===== config.mk =====
export PLATFORM = sky130hd
export DESIGN_NAME = sed_root
export DESIGN_NICKNAME = d
export VERILOG_FILES = /design/src/sed_pkg.sv /design/src/sed_root.sv
export SDC_FILE = /design/constraint.sdc
export NUM_CORES = 1
export LEC_CHECK = 0
export BUFFER_PORTS_ARGS = -buffer_cell sky130_fd_sc_hd__buf_2
export CAP_MARGIN = 20
export CORE_ASPECT_RATIO = 0.5
export CORE_UTILIZATION = 40
export DETAILED_ROUTE_END_ITERATION = 8
export GPL_TIMING_DRIVEN = 0
export HOLD_SLACK_MARGIN = 0.12
export PLACE_DENSITY = 0.68
export SYNTH_ARGS = -nofsm -noshare
export SYNTH_HDL_FRONTEND = slang
export SYNTH_SLANG_ARGS = --single-unit

===== constraint.sdc =====
create_clock -name aclk -period 4.92 [get_ports aclk]
set_input_delay 0.492 -clock aclk [delete_from_list [all_inputs] [get_ports aclk]]
set_output_delay 0.492 -clock aclk [all_outputs]
set_load 0.1 [all_outputs]

===== src/sed_pkg.sv =====
// ----------------------------------------------------------------------------
// sed_pkg
// Shared types and constants of the Sobel RGB edge magnitude block.
// ----------------------------------------------------------------------------
package sed_pkg;

    localparam int MAX_WIDTH_DEF  = 2048;
    localparam int MAX_HEIGHT_DEF = 4096;

    localparam int PIX_W      = 8;
    localparam int FW_W       = 12;
    localparam int FH_W       = 13;
    localparam int CFG_DATA_W = 13;
    localparam int CFG_IDX_W  = 2;

    localparam logic [FW_W-1:0] WIDTH_RESET  = 12'd640;
    localparam logic [FH_W-1:0] HEIGHT_RESET = 13'd480;

    localparam logic [CFG_IDX_W-1:0] CFG_FRAME_WIDTH  = 2'd0;
    localparam logic [CFG_IDX_W-1:0] CFG_FRAME_HEIGHT = 2'd1;

    localparam int GRAD_W     = 12;
    localparam int ABS_W      = 10;
    localparam int SUM_W      = 21;
    localparam int ACC_W      = 22;
    localparam int ROOT_W     = 11;
    localparam int ROOT_STEPS = 11;
    localparam int STEP_W     = 4;
    localparam logic [ROOT_W:0] EDGE_MAX = 12'd255;

    typedef struct packed {
        logic [PIX_W-1:0] red;
        logic [PIX_W-1:0] green;
        logic [PIX_W-1:0] blue;
    } rgb_t;

    typedef struct packed {
        logic             opcode;
        logic [PIX_W-1:0] pixel_red;
        logic [PIX_W-1:0] pixel_green;
        logic [PIX_W-1:0] pixel_blue;
    } in_word_t;

    typedef struct packed {
        logic [PIX_W-1:0] edge_red;
        logic [PIX_W-1:0] edge_green;
        logic [PIX_W-1:0] edge_blue;
        logic             last_of_frame;
    } out_word_t;

    typedef struct packed {
        logic produce;
        logic last;
        logic row_top;
        logic row_bot;
        logic col_left;
        logic col_right;
    } win_mask_t;

    typedef enum logic [2:0] {
        ST_IDLE,
        ST_LOAD,
        ST_GRAD,
        ST_START,
        ST_ROOT
    } sed_state_t;

endpackage


===== src/sed_root.sv =====
// ----------------------------------------------------------------------------
// sed_root
// Iterative integer square root, one result bit per cycle, rounded to
// nearest and clamped to 255.
// ----------------------------------------------------------------------------
module sed_root (
    input  logic                        aclk,
    input  logic                        aresetn,
    input  logic                        start,
    input  logic [sed_pkg::SUM_W-1:0]   sq_sum,
    output logic                        done,
    output logic [sed_pkg::PIX_W-1:0]   magnitude
);
    import sed_pkg::*;

    logic [ACC_W-1:0]  rem_reg, rem_next;
    logic [ACC_W-1:0]  res_reg, res_next;
    logic [ACC_W-1:0]  bit_reg, bit_next;
    logic [STEP_W-1:0] cnt_reg, cnt_next;
    logic [ACC_W-1:0]  trial;
    logic [ROOT_W:0]   rounded;

    always_ff @(posedge aclk) begin
        if (!aresetn) begin
            cnt_reg <= '0;
        end else begin
            cnt_reg <= cnt_next;
        end
        rem_reg <= rem_next;
        res_reg <= res_next;
        bit_reg <= bit_next;
    end

    always_comb begin
        rem_next = rem_reg;
        res_next = res_reg;
        bit_next = bit_reg;
        cnt_next = cnt_reg;
        trial    = res_reg + bit_reg;
        if (start) begin
            rem_next = {1'b0, sq_sum};
            res_next = '0;
            bit_next = ACC_W'(1) << (SUM_W - 1);
            cnt_next = STEP_W'(ROOT_STEPS);
        end else if (cnt_reg != '0) begin
            if (rem_reg >= trial) begin
                rem_next = rem_reg - trial;
                res_next = (res_reg >> 1) + bit_reg;
            end else begin
                res_next = res_reg >> 1;
            end
            bit_next = bit_reg >> 2;
            cnt_next = cnt_reg - 1'b1;
        end
    end

    always_comb begin
        rounded = {1'b0, res_reg[ROOT_W-1:0]}
                + {{ROOT_W{1'b0}}, (rem_reg > {{(ACC_W-ROOT_W){1'b0}}, res_reg[ROOT_W-1:0]})};
        magnitude = (rounded > EDGE_MAX) ? EDGE_MAX[PIX_W-1:0] : rounded[PIX_W-1:0];
    end

    assign done = (cnt_reg == '0);

endmodule


# --- Yosys cells after proc, flatten, opt, wreduce, memory -nomap -nowiden ---
# Index checks and enable logic that the tools add are counted.
totals:
  ff_bits: 59
  input_bits: 24
  output_inout_bits: 9
  elab_cells: 29
classes:
  addsub: 5
  order_cmp: 3
  muxes: 7
  n_bitwise: 1
  n_reduce_logical: 7
op_table:
  columns: ["cell", "count"]
  rows:
  - ["two-way mux 21 bit", 3]
  - ["adder 21 x 21 -> 22 bit", 1]
  - ["adder 22 x 21 -> 22 bit", 1]
  - ["greater-or-equal comparator 22 bit", 1]
  - ["> comparator 22 x 11 -> 1 bit", 1]
  - ["two-way mux 22 bit", 1]
  - ["subtractor 22 bit", 1]
  - ["adder 11 x 1 -> 12 bit", 1]
  - ["> comparator 12 x 8 -> 1 bit (second input constant)", 1]
  - ["two-way mux 4 bit", 2]
  - ["two-way mux 8 bit", 1]
  - ["logical NOT 4 bit", 1]
  - ["AND reduction 2 bit", 2]
  - ["nonzero test 2 bit", 2]
  - ["nonzero test 4 bit", 1]
  - ["subtractor 4 x 1 -> 4 bit (second input constant)", 1]
  - ["OR reduction 2 bit", 1]
  - ["NOT 1 bit", 1]

# --- Logic depth before layout (Yosys ltp) ---
depth:
  word_depth: 5
  ltp_mapped: 20
  ltp_nobuf: 19

# --- Least setup slack after synthesis ---
# Ideal clock, no wire load.
synth_timing:
  path_kind: "register to register"
  start: "register res_reg[0]"
  end: "register rem_reg[0] (enable)"
  arrival_ns: 3.866
  setup_slack_ns: 0.677
  stages_incl_launch_ff: 19
  n_path_buf: 1
  cell_sequence: "dfxtp_1 -> ha_1 -> ha_1 -> a21oi_1 -> o21bai_1 -> a31o_2 -> a21o_1 -> and3_1 -> o21ba_2 -> o21ai_0 -> xor2_1 -> ha_1 -> nand3_1 -> nor3_1 -> a41o_1 -> o221a_2 -> or2_1 -> buf_6 -> a21o_1"
synth_via:
  elab_chain_cells: 4
synth_rtl:
  columns: ["item", "line_no", "source"]
  rows:
  - ["from (decl)", "sed_root.sv:17", "logic [ACC_W-1:0] res_reg, res_next;"]
  - ["from (signal assigned)", "sed_root.sv:30", "res_reg <= res_next;"]
  - ["adder 22 x 21 -> 22 bit", "sed_root.sv:39", "trial = res_reg + bit_reg;"]
  - ["greater-or-equal comparator 22 bit", "sed_root.sv:46", "if (rem_reg >= trial) begin"]
  - ["nonzero test 2 bit (no line)", null, null]
  - ["AND reduction 2 bit (no line)", null, null]
  - ["to (signal assigned)", "sed_root.sv:29", "rem_reg <= rem_next;"]
  - ["to (decl)", "sed_root.sv:16", "logic [ACC_W-1:0] rem_reg, rem_next;"]
# Every way passes these cells.
# A chain may end at the register's enable or synchronous reset.

# --- Final worst setup path ---
layout_timing:
  start: "register res_reg[0]"
  end: "register rem_reg[20] (enable)"
# Same word-level chain as after synthesis.

==> flow_metrics.py <==
metrics = {
    "run_status": {
        "status": "completed",
    },
    "global_route": {
        "grt_max_degree": 22,
        "grt_first_pass_wirelength_um": 22200,
        "grt_usage_pct": 22.0,
        "grt_overflow_total": 0,
        "antenna_found_initial": 0,
        "grt_pass1_vias": 4254,
    },
    "worst_setup_path": {
        "start_kind": "flip-flop",
        "crit_fanout": 21,
        "cp.required_ns": 4.98,
        "cpPeakStageDelay_ns": 0.37,
        "worstPathArrival_ns": 4.76,
        "crit_slowest_cell": "ha_1",
        "path_cells": "ha_1 -> ha_1 -> a21oi_1 -> o21bai_1 -> a31o_2 -> a21o_1 -> and3_1 -> o21ai_0 -> xor2_1 -> ha_1 -> o21ai_0 -> a21oi_1 -> o41ai_2 -> o41ai_2 -> o221a_2 -> or2_1 -> buf_6 -> a21o_4",
        "criticalPathCategory": "reg2reg",
        "endpoint_kind": "flip-flop",
        "rr_startpoint": "res_reg[0]",
        "critical_path.startpoint": "res_reg[0]",
        "crit_top_cell": "ha_1",
    },
    "timing": {
        "slew_headroom_pct": 52.5,
        "tns_ns": 0,
        "setup_violations": 0,
        "finClkSkew_ns": 0.00720,
        "slew_viol_final": 0,
        "worst_pin_slew_ns": 0.712,
        "fin_crit_ns": 4.70,
        "hold_viol": 0,
        "fmax_mhz": 213,
        "finalCritPeriodShare_pct": 95.6,
    },
    "routing": {
        "wl_per_cell_um": 16.6,
        "via_count": 4698,
        "first_pass_iters": 5,
        "first_iter_violations": 310,
        "drc": 0,
        "ant_nets": 0,
        "wl_um": 13800,
        "viasPerCell": 5.63,
    },
    "cells_and_area": {
        "nets": 748,
        "drive_gt1_share_pct": 10.5,
        "stdcell_area_um2": 5710,
        "syn2layout_area_growth_pct": 14.2,
        "insertedDiodeCount": 0,
    },
    "synthesis": {
        "syn_inst": 621,
        "synth.distinct_cells": 57,
        "post-synth-top-count-cell": "nand2_1",
        "synth_edf_count": 21,
        "syn_area_per_cell_um2": 8.06,
        "synth_nets": 705,
        "yosysTopAreaCell": "dfxtp_1",
        "synth_area_leaders": "dfxtp_1, ha_1, edfxtp_1",
        "ys.flop_type": "dfxtp_1",
        "syn-cell-area_um2": 5000,
        "yosysWarnings": 0,
        "synth-seq-area-share_pct": 27.8,
        "synthTopCellsByCount": "nand2_1, o21ai_0, ha_1",
        "ys_ff_latch": 59,
        "synth_top_area_share_pct": 15.2,
        "async_flop_share_pct": 0,
    },
    "clocking": {
        "numCtsBuffers": 9,
        "htreeDepth": 3,
        "cts_root_buf": "clkbuf_16",
        "clkTransAtPathRegs_ns": 0.06,
        "cts_hold_buf": 0,
        "cts.sinks": 59,
        "cts_setup_buffers": 0,
        "worstSkewPairLatency_ns": 0.34,
        "clock_path_buffers": 2,
        "tritoncts": "built",
    },
    "min_path": {
        "hp-class": "in2reg",
        "hold_start": "aresetn",
    },
    "pwr": {
        "pwr_density_cell_nw_per_um2": 768,
        "p_leak_nw": 2.28,
        "vdd_drop_max_v": 0.000612,
        "power_w": 0.00439,
    },
    "place": {
        "placed_cell_area_um2": 5370,
        "dp_hpwl_um": 10600,
        "gp_congestion": 0.902,
        "numPortBuffers": 32,
    },
    "floorplan": {
        "core.rowCount": 28,
        "die-area_um2": 13000,
        "die_x_um": 160,
        "start_util_pct": 41.6,
        "dieHeight_um": 81.1,
        "io_pins": 33,
        "core_um2": 12000,
    },
    "run": {
        "cap_violations": 0,
    },
}
-- logic make-up (layout without fill, tap and decap cells) --
| family | after synthesis | after routing | share of synthesized area (%) |
|---|---|---|---|
| compound gates | 202 | 202 | 25.3 |
| simple gates | 196 | 196 | 17.6 |
| fa+ha+maj | 60 | 60 | 15.2 |
| flops | 59 | 59 | 27.8 |
| xor+xnor | 58 | 58 | 10.1 |
| buf+inv | 43 | 91 | 3.42 |
| mux | 3 | 3 | 0.625 |
-- path summary, 6_finish.rpt --
check                           cells after the start  slack [ns]          end
worst max-delay path                               18        0.22  rem_reg[20]
worst min register to register                      2        0.47   cnt_reg[2]
worst min-delay path                                2        0.42   cnt_reg[3]
worst max register to register                     18        0.22  rem_reg[20]
-- layout by cell type, fill, tap and decap left out, drive strengths merged, types with 7 or more instances in the layout --
| cell | count |
|---|---|
| nand2 | 87 |
| o21ai | 74 |
| ha | 59 |
| a21oi | 43 |
| nor2 | 39 |
| dfxtp | 38 |
| clkbuf | 37 |
| xnor2 | 35 |
| buf | 31 |
| xor2 | 23 |
| edfxtp | 21 |
| inv | 20 |
| nor3 | 17 |
| nand3 | 15 |
| a21o | 15 |
| a31oi | 14 |
| nand4 | 9 |
| o21a | 8 |
| o21bai | 7 |
| and3 | 7 |
| a211oi | 7 |
-- timing repair --
action	in CTS	in global routing
cloned	0	0
pin swaps	0	0
setup endpoints to repair	29	36
resized for setup	2	17
endpoints found under the hold margin	0	0
-- through the flow --
stage | hold slack [ns] | worst slack (ns) | std cells | utilization [%]
floorplan | 0.441 | 0.677 | 621 | -
global placement | 0.458 | -0.0863 | 818 | 44.7
detailed placement | 0.473 | -0.156 | 818 | 44.7
CTS | 0.414 | 0.0806 | 834 | 47.2
global route | 0.407 | -0.0410 | 834 | 47.5
finish | 0.417 | 0.215 | 834 | 47.5
-- cell type report --
cell class	instances	area [um^2]
inverters	19	71.3
multi-input cells	519	3470
clock buffers	12	268
repair buffers	32	175
well taps	165	206
flip-flops and latches	59	1390
plain buffers	24	106
fillers	1172	6300
clock inverters	4	21.3
-- critical path, delay by kind of cell, from the launching register on --
kind | cells | cell delay (ns)
adder cells (fa/ha/maj) | 3 | 0.81
buffers and inverters | 1 | 0.16
flip-flops | 1 | 0.34
XOR/XNOR | 1 | 0.30
AND/OR/NAND/NOR | 2 | 0.42
AO/OA/AOI/OAI | 11 | 2.37
-- routing by layer --
layer	global-route usage (%)	vias up	part of all wire, %
met4	5.71	0	1.1
li1	-	2365	-
met5	0	-	0
met2	32.6	143	41
met3	4.34	12	6.9
met1	32.4	2178	51
-- power breakdown --
part | total, W | switching (W) | leakage (nW) | internal (W)
clock | 0.000616 | 0.000234 | 0.148 | 0.000383
sequential | 0.000892 | 0.000167 | 0.523 | 0.000725
combinational | 0.00288 | 0.00185 | 1.61 | 0.00103
Power figures use the tool's default switching activity.
