## src/sed_pkg.sv

```systemverilog
// ----------------------------------------------------------------------------
// sed_pkg
// Shared types and constants of the Sobel RGB edge magnitude block.
// ----------------------------------------------------------------------------
package sed_pkg;

    localparam int MAX_WIDTH_DEF  = 2048;
    localparam int MAX_HEIGHT_DEF = 4096;

    localparam int PIX_W      = 8;
    localparam int FW_W       = 12;
    localparam int FH_W       = 13;
    localparam int CFG_DATA_W = 13;
    localparam int CFG_IDX_W  = 2;

    localparam logic [FW_W-1:0] WIDTH_RESET  = 12'd640;
    localparam logic [FH_W-1:0] HEIGHT_RESET = 13'd480;

    localparam logic [CFG_IDX_W-1:0] CFG_FRAME_WIDTH  = 2'd0;
    localparam logic [CFG_IDX_W-1:0] CFG_FRAME_HEIGHT = 2'd1;

    localparam int GRAD_W     = 12;
    localparam int ABS_W      = 10;
    localparam int SUM_W      = 21;
    localparam int ACC_W      = 22;
    localparam int ROOT_W     = 11;
    localparam int ROOT_STEPS = 11;
    localparam int STEP_W     = 4;
    localparam logic [ROOT_W:0] EDGE_MAX = 12'd255;

    typedef struct packed {
        logic [PIX_W-1:0] red;
        logic [PIX_W-1:0] green;
        logic [PIX_W-1:0] blue;
    } rgb_t;

    typedef struct packed {
        logic             opcode;
        logic [PIX_W-1:0] pixel_red;
        logic [PIX_W-1:0] pixel_green;
        logic [PIX_W-1:0] pixel_blue;
    } in_word_t;

    typedef struct packed {
        logic [PIX_W-1:0] edge_red;
        logic [PIX_W-1:0] edge_green;
        logic [PIX_W-1:0] edge_blue;
        logic             last_of_frame;
    } out_word_t;

    typedef struct packed {
        logic produce;
        logic last;
        logic row_top;
        logic row_bot;
        logic col_left;
        logic col_right;
    } win_mask_t;

    typedef enum logic [2:0] {
        ST_IDLE,
        ST_LOAD,
        ST_GRAD,
        ST_START,
        ST_ROOT
    } sed_state_t;

endpackage

```

## src/sed_grad.sv

```systemverilog
// ----------------------------------------------------------------------------
// sed_grad
// Sobel Gx and Gy of one channel over the masked 3x3 window, returning
// the sum of squares.
// ----------------------------------------------------------------------------
module sed_grad (
    input  logic [2:0][2:0][sed_pkg::PIX_W-1:0] win,
    input  sed_pkg::win_mask_t                   mask,
    output logic [sed_pkg::SUM_W-1:0]            sq_sum
);
    import sed_pkg::*;

    logic signed [GRAD_W-1:0] v [3][3];
    logic signed [GRAD_W-1:0] gx;
    logic signed [GRAD_W-1:0] gy;
    logic signed [GRAD_W-1:0] gx_abs;
    logic signed [GRAD_W-1:0] gy_abs;
    logic [2*ABS_W-1:0]       sq_x;
    logic [2*ABS_W-1:0]       sq_y;
    logic [2:0]               row_ok;
    logic [2:0]               age_ok;

    always_comb begin
        row_ok = {mask.row_bot, 1'b1, mask.row_top};
        age_ok = {mask.col_left, 1'b1, mask.col_right};
        for (int k = 0; k < 3; k++) begin
            for (int a = 0; a < 3; a++) begin
                v[k][a] = (row_ok[k] && age_ok[a])
                        ? $signed({{(GRAD_W-PIX_W){1'b0}}, win[k][a]})
                        : '0;
            end
        end
        gx = (v[0][0] - v[0][2]) + GRAD_W'(2) * (v[1][0] - v[1][2])
           + (v[2][0] - v[2][2]);
        gy = (v[2][2] + GRAD_W'(2) * v[2][1] + v[2][0])
           - (v[0][2] + GRAD_W'(2) * v[0][1] + v[0][0]);
        gx_abs = gx[GRAD_W-1] ? -gx : gx;
        gy_abs = gy[GRAD_W-1] ? -gy : gy;
        sq_x = gx_abs[ABS_W-1:0] * gx_abs[ABS_W-1:0];
        sq_y = gy_abs[ABS_W-1:0] * gy_abs[ABS_W-1:0];
        sq_sum = {1'b0, sq_x} + {1'b0, sq_y};
    end

endmodule

```

## config.mk

```make
export PLATFORM = sky130hd
export DESIGN_NAME = sed_grad
export DESIGN_NICKNAME = d
export VERILOG_FILES = /design/src/sed_pkg.sv /design/src/sed_grad.sv
export SDC_FILE = /design/constraint.sdc
export NUM_CORES = 1
export LEC_CHECK = 0
export BUFFER_PORTS_ARGS = -buffer_cell sky130_fd_sc_hd__buf_2
export CAP_MARGIN = 20
export CORE_UTILIZATION = 40
export DETAILED_ROUTE_END_ITERATION = 10
export SYNTH_ARGS = -nofsm -noshare
export SYNTH_HDL_FRONTEND = slang
export SYNTH_SLANG_ARGS = --single-unit
```

## constraint.sdc

```tcl
create_clock -name vclk -period 28.7
set_clock_uncertainty 0.15 [all_clocks]
set_input_delay 5.74 -clock vclk [all_inputs]
set_output_delay 5.74 -clock vclk [all_outputs]
set_load 0.02 [all_outputs]
```

# == After elaboration in Yosys (flattened, before gate mapping) ==
# Cells that the tools add are included.
# W data, S select, Z words.
# op_classes
add_sub_neg,13
multipliers,2
mux,10
n_reduce_logical,4
# ops
op,n
$mux W8,8
$mul A10 B10 Y20,2
$sub A8 B8 Y9,3
$add A10 B8 Y11,2
$add A20 B20 Y21,1
$add A8 B9 Y10,2
$mux W10,2
$neg A10 Y10,2
$add A11 B9 Y12,1
$sub A11 B11 Y12,1
$add A9 B10 Y11,1
$logic_and A1 B1 Y1,4
# word_totals
ff_bits,0
out_inout_bits,21
elab_cells,29

# == Logic depth before layout (Yosys ltp) ==
# Gate-level depths: netlist of the first run.
# depth
ltp_word,9
ltp_mapped,45

# == Worst setup path after synthesis of the first run ==
# No wires, ideal clock.
# synth_timing
path_type,input to output
start,in mask[0] (netlist bit)
end,out sq_sum[19] (netlist bit)
arrival_ps,15697
setup_slack_ps,7113
path_stages,37
n_path_buf,1
path_cell_list,clkbuf_1 nand2_1 xnor2_1 and2_1 ha_1 or3b_2 fa_1 inv_1 fa_1 inv_1 ha_1 a21o_1 a211oi_1 nor2_1 or3_1 or4_4 o31ai_4 xnor2_1 nand2_1 fa_1 fa_1 inv_1 fa_1 fa_1 fa_1 fa_1 inv_1 fa_1 inv_1 ha_1 nand4_1 nor3b_1 a2111oi_0 o21ai_0 a31oi_1 o21ai_0 xor2_1
# synth_between
elab_chain_len,9
elab_cells_between_ends,20
cone_classes,add/sub (11); mul (2); mux (5); reduce/logical (2)
# synth_lines
element,line,text
"start, declared",sed_grad.sv:8,"input sed_pkg::win_mask_t mask,"
$logic_and A1 B1 Y1,sed_grad.sv:28,v[k][a] = (row_ok[k] && age_ok[a])
$mux W8,sed_grad.sv:29,"? $signed({{(GRAD_W-PIX_W){1'b0}}, win[k][a]})"
$sub A8 B8 Y9,sed_grad.sv:33,gx = (v[0][0] - v[0][2]) + GRAD_W'(2) * (v[1][0] - v[1][2])
$add A9 B10 Y11,sed_grad.sv:33,
$add A11 B9 Y12,sed_grad.sv:34,+ (v[2][0] - v[2][2]);
$neg A10 Y10,sed_grad.sv:37,gx_abs = gx[GRAD_W-1] ? -gx : gx;
$mux W10,sed_grad.sv:37,
$mul A10 B10 Y20,sed_grad.sv:39,sq_x = gx_abs[ABS_W-1:0] * gx_abs[ABS_W-1:0];
$add A20 B20 Y21 *,sed_grad.sv:41,"sq_sum = {1'b0, sq_x} + {1'b0, sq_y};"
"end, declared",sed_grad.sv:9,output logic [sed_pkg::SUM_W-1:0] sq_sum
# Every way passes the cells marked *; elsewhere a longest branch is shown, timed or not.

# == Worst setup path in the final report of the first run ==
# layout_timing
start,in mask[3] (netlist bit)
end,out sq_sum[19] (netlist bit)
# layout_between
elab_chain_len,9
elab_cells_between_ends,18
cone_classes,add/sub (9); mul (2); mux (5); reduce/logical (2)
# layout_lines
element,line
$logic_and A1 B1 Y1,sed_grad.sv:28
$mux W8,sed_grad.sv:29
$add A8 B9 Y10 / $sub A8 B8 Y9 (equally long branches),"sed_grad.sv:36, sed_grad.sv:33"
$add A10 B8 Y11 / $add A9 B10 Y11 (equally long branches),"sed_grad.sv:36, sed_grad.sv:33"
$sub A11 B11 Y12 / $add A11 B9 Y12 (equally long branches),"sed_grad.sv:36, sed_grad.sv:34"
"$neg A10 Y10, on equally long branches","sed_grad.sv:38, sed_grad.sv:37"
"$mux W10, on equally long branches","sed_grad.sv:38, sed_grad.sv:37"
"$mul A10 B10 Y20, on equally long branches","sed_grad.sv:40, sed_grad.sv:39"
$add A20 B20 Y21 *,sed_grad.sv:41
# Marks and branches as above.

==> results of run 1 <==
[area by class of cell]
| class | instances | area [um^2] |
|---|---|---|
| multi-input cells | 772 | 7940 |
| fillers | 2216 | 12100 |
| well taps | 280 | 350 |
| repair buffers | 95 | 495 |
| inverters | 275 | 1030 |
[kinds of logic (layout without fill, tap and decap cells)]
group,Yosys count,in the layout,synth area share
adder cells (fa/ha/maj),307,307,0.570
buffers and inverters,288,370,0.120
AND/OR/NAND/NOR,268,268,0.138
AO/OA/AOI/OAI,121,121,0.0914
XOR/XNOR,72,72,0.0753
multiplexers,4,4,0.00486
[layer usage]
layer  track usage  vias up  routed length (um)
met5             0        -                   0
met2         0.340       93                9730
met3       0.00626        6                 665
li1              -     3433                   -
met1         0.239     3402                8570
met4       0.00777        0                  99
[worst max-delay path by stage]
| stage | endpoint | slack [ns] | cells past startpoint |
|---|---|---|---|
| after CTS | sq_sum[19] | 5.55 | 44 |
| after floorplan | sq_sum[19] | 7.11 | 37 |
| final | sq_sum[19] | 5.91 | 45 |
| after detailed placement | sq_sum[19] | 5.61 | 44 |
| after global placement | sq_sum[19] | 5.67 | 44 |
| after global routing | sq_sum[19] | 5.26 | 45 |
[metrics by stage]
stage | setup WS (ns) | std cells | cell area [um^2] | hold WS, ns
6_report | 5.91 | 1422 | 9810 | 12.27
5_1_grt | 5.26 | 1422 | 9810 | 12.37
4_1_cts | 5.55 | 1421 | 9800 | 12.30
3_5_place_dp | 5.61 | 1421 | 9800 | 12.29
3_3_place_gp | 5.67 | 1421 | 9800 | 12.27
2_1_floorplan | 7.11 | 1060 | 9020 | 11.94
[worst max-delay path: cells and delay by family]
kind                       cells  cell delay [ns]
adders and majority gates     11             4.90
buffers and inverters         10             1.26
AOI/OAI and AO/OA             15             2.70
xor gates and xnor gates       3             1.08
and+or+nand+nor                6             1.22
[layout by cell type, fill, tap and decap left out, types with 24 or more instances in the layout]
cell type and instances:
sky130_fd_sc_hd__nor2_1 78, sky130_fd_sc_hd__xnor2_1 40, sky130_fd_sc_hd__inv_1 271, sky130_fd_sc_hd__o21ai_0 24, sky130_fd_sc_hd__ha_1 134, sky130_fd_sc_hd__xor2_1 27
sky130_fd_sc_hd__nand2_1 91, sky130_fd_sc_hd__fa_1 173, sky130_fd_sc_hd__a21oi_1 27, sky130_fd_sc_hd__and2_1 29, sky130_fd_sc_hd__buf_2 89
==> metrics, run 1 <==
Hold Path Class in -> out; number of standard cells after synthesis 1060; violations in the final reports DRC; Final Util 0.447; GR Overflow Total 0; number of distinct standard cells referenced by the synthesized netlist 58; crit path launch mask[3]; CP dominant cell by count sky130_fd_sc_hd__fa_1; number of diodes added for antenna fixing 0; Max-Cap Viols 0; flip-flop and latch count 0; Die Y 152 um; number of DRC markers after the initial detailed-route iteration 269; final clock period utilization by the worst path 0.794; Worst Min Path Start win[17]; hold endpoint sq_sum[0]; count of clock-net buffers in the final layout 0; biggest area contributors in the synthesized netlist sky130_fd_sc_hd__fa_1 (38%), sky130_fd_sc_hd__ha_1 (19%), sky130_fd_sc_hd__inv_1 (11%); shortest clock period the worst path allows after layout 22.79 ns; highest fanout seen on the critical path 19; number of I/O port buffers 89; Yosys Warn Count 0; sequential cell area 0 um^2; wire length of the first global-routing pass 34400 um; DR vias/cell 4.88; residual antenna-violating net count after detailed routing 0; antenna violations before repair 0; cell depth of the worst hold path 5; post-synthesis cell type with the largest combined area sky130_fd_sc_hd__fa_1; vias after detailed routing 6934; most frequent cell after synthesis sky130_fd_sc_hd__inv_1; nature of the critical path startpoint input pin; Die Area 23200 um^2; number of global-route vias before repair 7471; slew at the pin closest to its max-slew limit 0.820 ns; mean area per synthesized cell 8.51 um^2; Syn Std Cell Area 9020 um^2; width of the die 152 um; Post-CTS Hold Buffers 0; endpoints failing hold 0; count of pins on the block boundary 99; Syn-to-layout area delta 8.82%; share of Yosys cell area claimed by the top area cell type 0.384; slowest stage cell, crit path sky130_fd_sc_hd__xor2_1; total iterations of the first detailed-routing run 7; Worst setup EP type output port; standard cell core area 22000 um^2; number of failing setup endpoints in the final timing report 0; largest incremental delay on the critical path 0.63 ns; summed negative setup slack over all endpoints 0 ns; Layout Nets 1529; unrepaired setup endpoints after global routing false; number of setup buffers added after CTS 0; net count of the mapped netlist 1445; ranking of synthesized cells by instance count sky130_fd_sc_hd__inv_1 (271), sky130_fd_sc_hd__fa_1 (173), sky130_fd_sc_hd__ha_1 (134), sky130_fd_sc_hd__nand2_1 (91), sky130_fd_sc_hd__nor2_1 (78); quantity of gates resized following cts 0; critical path data arrival time 16.90 ns; share of the yosys chip area belonging to registers 0; GRT Util Overall 0.180; Critical Path RT 22.81 ns; result of the run complete, but fails checks; Initial Utilization 0.411; maximum number of pins on one net before global-route repair 23; Routed WL 19100 um; type of the worst setup path in -> out; detailed placement HPWL 17700 um; Wirelength per Cell 13.4 um; number of remaining DRC errors 1; Max-slew headroom 0.447; peak clock frequency supported by timing 43.9 MHz; number of pins exceeding their max-slew limit in the final report 0; total number of placement rows 54; share of post-route cells with drive strength above 1 0.0981; routability congestion estimate from global placement 0.855
Power of run 1 is left out: the tool's default activity adds up to more than one toggle a clock period on the data nets, which glitch-free logic cannot reach.
==> inputs of run 2 (changes only) <==
--- a/config.mk
+++ b/config.mk
@@ -5,6 +5,7 @@
 export SDC_FILE = /design/constraint.sdc
 export NUM_CORES = 1
 export LEC_CHECK = 0
+export ABC_AREA = 1
 export BUFFER_PORTS_ARGS = -buffer_cell sky130_fd_sc_hd__buf_2
 export CAP_MARGIN = 20
 export CORE_UTILIZATION = 40
==> constraint.sdc (replaced) <==
create_clock -name vclk -period 18.94
set_clock_uncertainty 0.15 [all_clocks]
set_input_delay 3.788 -clock vclk [all_inputs]
set_output_delay 3.788 -clock vclk [all_outputs]
set_load 0.02 [all_outputs]
==> run 2 against run 1 <==
Against the previous run:
- the flow now finishes without violations
- synthesized cell count grew 20%
- first-iteration DRC count grew 32%
- final area grew 5.5%
- core utilization shrank 0.60 points
- sequential cell count is the same
- critical endpoint is now sq_sum[20]
- largest cell class unchanged
==> metrics, run 2 <==
ranking of synthesized cells by instance count sky130_fd_sc_hd__inv_1 (361), sky130_fd_sc_hd__nand2_1 (254), sky130_fd_sc_hd__fa_1 (173), sky130_fd_sc_hd__ha_1 (134), sky130_fd_sc_hd__nor2_1 (86); slew at the pin closest to its max-slew limit 0.540 ns (-0.280 ns); number of failing setup endpoints in the final timing report 0 (unchanged); Max-slew headroom 0.639 (+0.191); Routed WL 21500 um (+13%); Worst Min Path Start win[17]; vias after detailed routing 7829 (+13%); peak clock frequency supported by timing 55.8 MHz; wire length of the first global-routing pass 38200 um (+11%); post-synthesis cell type with the largest combined area sky130_fd_sc_hd__fa_1; result of the run complete, no violations; final-layout fill cell count 2427 (+9.5%); antenna violations before repair 0 (unchanged); number of remaining DRC errors 0 (-1); flip-flop and latch count 0 (unchanged); critical path data arrival time 13.98 ns (-2.92 ns); count of clock-net buffers in the final layout 0 (unchanged); sequential cell area 0 um^2 (unchanged); Post-CTS Hold Buffers 0 (unchanged); biggest area contributors in the synthesized netlist sky130_fd_sc_hd__fa_1 (36%), sky130_fd_sc_hd__ha_1 (18%), sky130_fd_sc_hd__inv_1 (14%); endpoints failing hold 0 (unchanged); Critical Path RT 15.00 ns (-7.81 ns); most frequent cell after synthesis sky130_fd_sc_hd__inv_1; shortest clock period the worst path allows after layout 17.92 ns; GRT Util Overall 0.193 (+0.0134); nature of the critical path startpoint input pin; unrepaired setup endpoints after global routing false; share of Yosys cell area claimed by the top area cell type 0.362 (-0.0220); share of post-route cells with drive strength above 1 0.109 (+0.0110); highest fanout seen on the critical path 13 (-6); residual antenna-violating net count after detailed routing 0 (unchanged); width of the die 157 um (+3.0%); detailed placement HPWL 19900 um (+12%); Initial Utilization 0.408 (-0.00314); number of standard cells after synthesis 1277 (+20%); total iterations of the first detailed-routing run 5 (-2); total number of placement rows 56 (+3.7%); largest incremental delay on the critical path 0.55 ns (-0.08 ns); number of global-route vias before repair 8341 (+12%); Syn-to-layout area delta 8.20%; DR vias/cell 4.67 (-4.2%); slowest stage cell, crit path sky130_fd_sc_hd__fa_1; Wirelength per Cell 12.8 um (-4.3%); leading cell type in the layout, fill and taps excluded sky130_fd_sc_hd__inv_1; share of the yosys chip area belonging to registers 0 (unchanged); CP dominant cell by count sky130_fd_sc_hd__inv_1; Syn Std Cell Area 9570 um^2 (+6.1%); mean area per synthesized cell 7.49 um^2 (-12%); number of diodes added for antenna fixing 0 (unchanged); net count of the mapped netlist 1662 (+15%); Hold Path Class in -> out; hold endpoint sq_sum[0]; GR Overflow Total 0 (unchanged); count of pins on the block boundary 99 (unchanged); quantity of gates resized following cts 0 (unchanged); crit path launch mask[3]; number of I/O port buffers 89 (unchanged); routability congestion estimate from global placement 0.904 (+5.7%); Max-Cap Viols 0 (unchanged); standard cell core area 23500 um^2 (+6.9%); number of DRC markers after the initial detailed-route iteration 354 (+32%); Die Area 24500 um^2 (+6.0%); commonest cells after routing, fill and taps aside sky130_fd_sc_hd__inv_1 (361), sky130_fd_sc_hd__nand2_1 (254), sky130_fd_sc_hd__fa_1 (173), sky130_fd_sc_hd__ha_1 (134), sky130_fd_sc_hd__buf_2 (89); Die Y 157 um (+3.0%); cell depth of the worst hold path 5 (unchanged); Layout Nets 1744 (+14%); summed negative setup slack over all endpoints 0 ns (unchanged); number of pins exceeding their max-slew limit in the final report 0 (unchanged); maximum number of pins on one net before global-route repair 14 (-39%); type of the worst setup path in -> out; Worst setup EP type output port; number of distinct standard cells referenced by the synthesized netlist 45 (-22%); Yosys Warn Count 0 (unchanged); number of setup buffers added after CTS 0 (unchanged); final clock period utilization by the worst path 0.946
==> run 2: cell count changes after synthesis, moves of 9 or more <==
| cell | previous run | this run |
|---|---|---|
| sky130_fd_sc_hd__nand2_1 | 91 | 254 |
| sky130_fd_sc_hd__nand3_1 | 7 | 41 |
| sky130_fd_sc_hd__nand2_2 | 0 | 15 |
| sky130_fd_sc_hd__xnor2_1 | 40 | 19 |
| sky130_fd_sc_hd__nor2b_1 | 9 | 0 |
| sky130_fd_sc_hd__inv_2 | 2 | 13 |
| sky130_fd_sc_hd__inv_1 | 271 | 361 |
| sky130_fd_sc_hd__and3_1 | 13 | 0 |
| sky130_fd_sc_hd__nand2b_1 | 15 | 0 |
| sky130_fd_sc_hd__and2_1 | 29 | 1 |
| sky130_fd_sc_hd__a21o_1 | 21 | 3 |
| sky130_fd_sc_hd__a21oi_1 | 27 | 45 |
==> run 2: worst max path at each step <==
stage,cells past startpoint,end
floorplan,47,sq_sum[13]
detailed placement,51,sq_sum[13]
CTS,51,sq_sum[13]
global placement,51,sq_sum[13]
global route,51,sq_sum[13]
finish,49,sq_sum[20]
==> run 2: cells by family after synthesis <==
logic type	after synthesis	synth area share
AO/OA/AOI/OAI	97	0.0590
XOR/XNOR	52	0.0551
adder cells (fa/ha/maj)	307	0.537
buffers and inverters	387	0.156
AND/OR/NAND/NOR	434	0.193
==> run 2: cell type report <==
class                           count  area [um^2]  share of cell area
Multi-Input combinational cell    890         8080               0.780
Inverter                          377         1420               0.137
Timing Repair Buffer               90          453              0.0438
Tap cell                          319          399              0.0386
==> run 2: stage by stage <==
step / hold slack [ns] / area (um^2) / cells / setup WS [ns] / util
2_1_floorplan: 7.98 / 9570 / 1277 / 2.02 / -
3_3_place_gp: 8.36 / 10400 / 1676 / 1.12 / 0.441
3_5_place_dp: 8.40 / 10400 / 1676 / 1.05 / 0.441
4_1_cts: 8.40 / 10400 / 1676 / 1.02 / 0.441
5_1_grt: 8.45 / 10400 / 1676 / 0.214 / 0.441
6_report: 8.39 / 10400 / 1676 / 1.02 / 0.441
==> run 2: critical path: cells and delay by family <==
kind / cells / cell delay, ns
compound gates: 7 / 1.43
xor+xnor: 1 / 0.18
fa+ha+maj: 12 / 5.44
buf+inv: 13 / 1.30
simple gates: 16 / 1.83
==> run 2: routing by layer <==
| metal | share of wire | global-route usage |
|---|---|---|
| met1 | 0.47 | 0.254 |
| met2 | 0.50 | 0.368 |
| met3 | 0.024 | 0.00471 |
| met4 | 0.0037 | 0.00840 |
| met5 | 0 | 0 |
Power of run 2 is left out for the same reason.
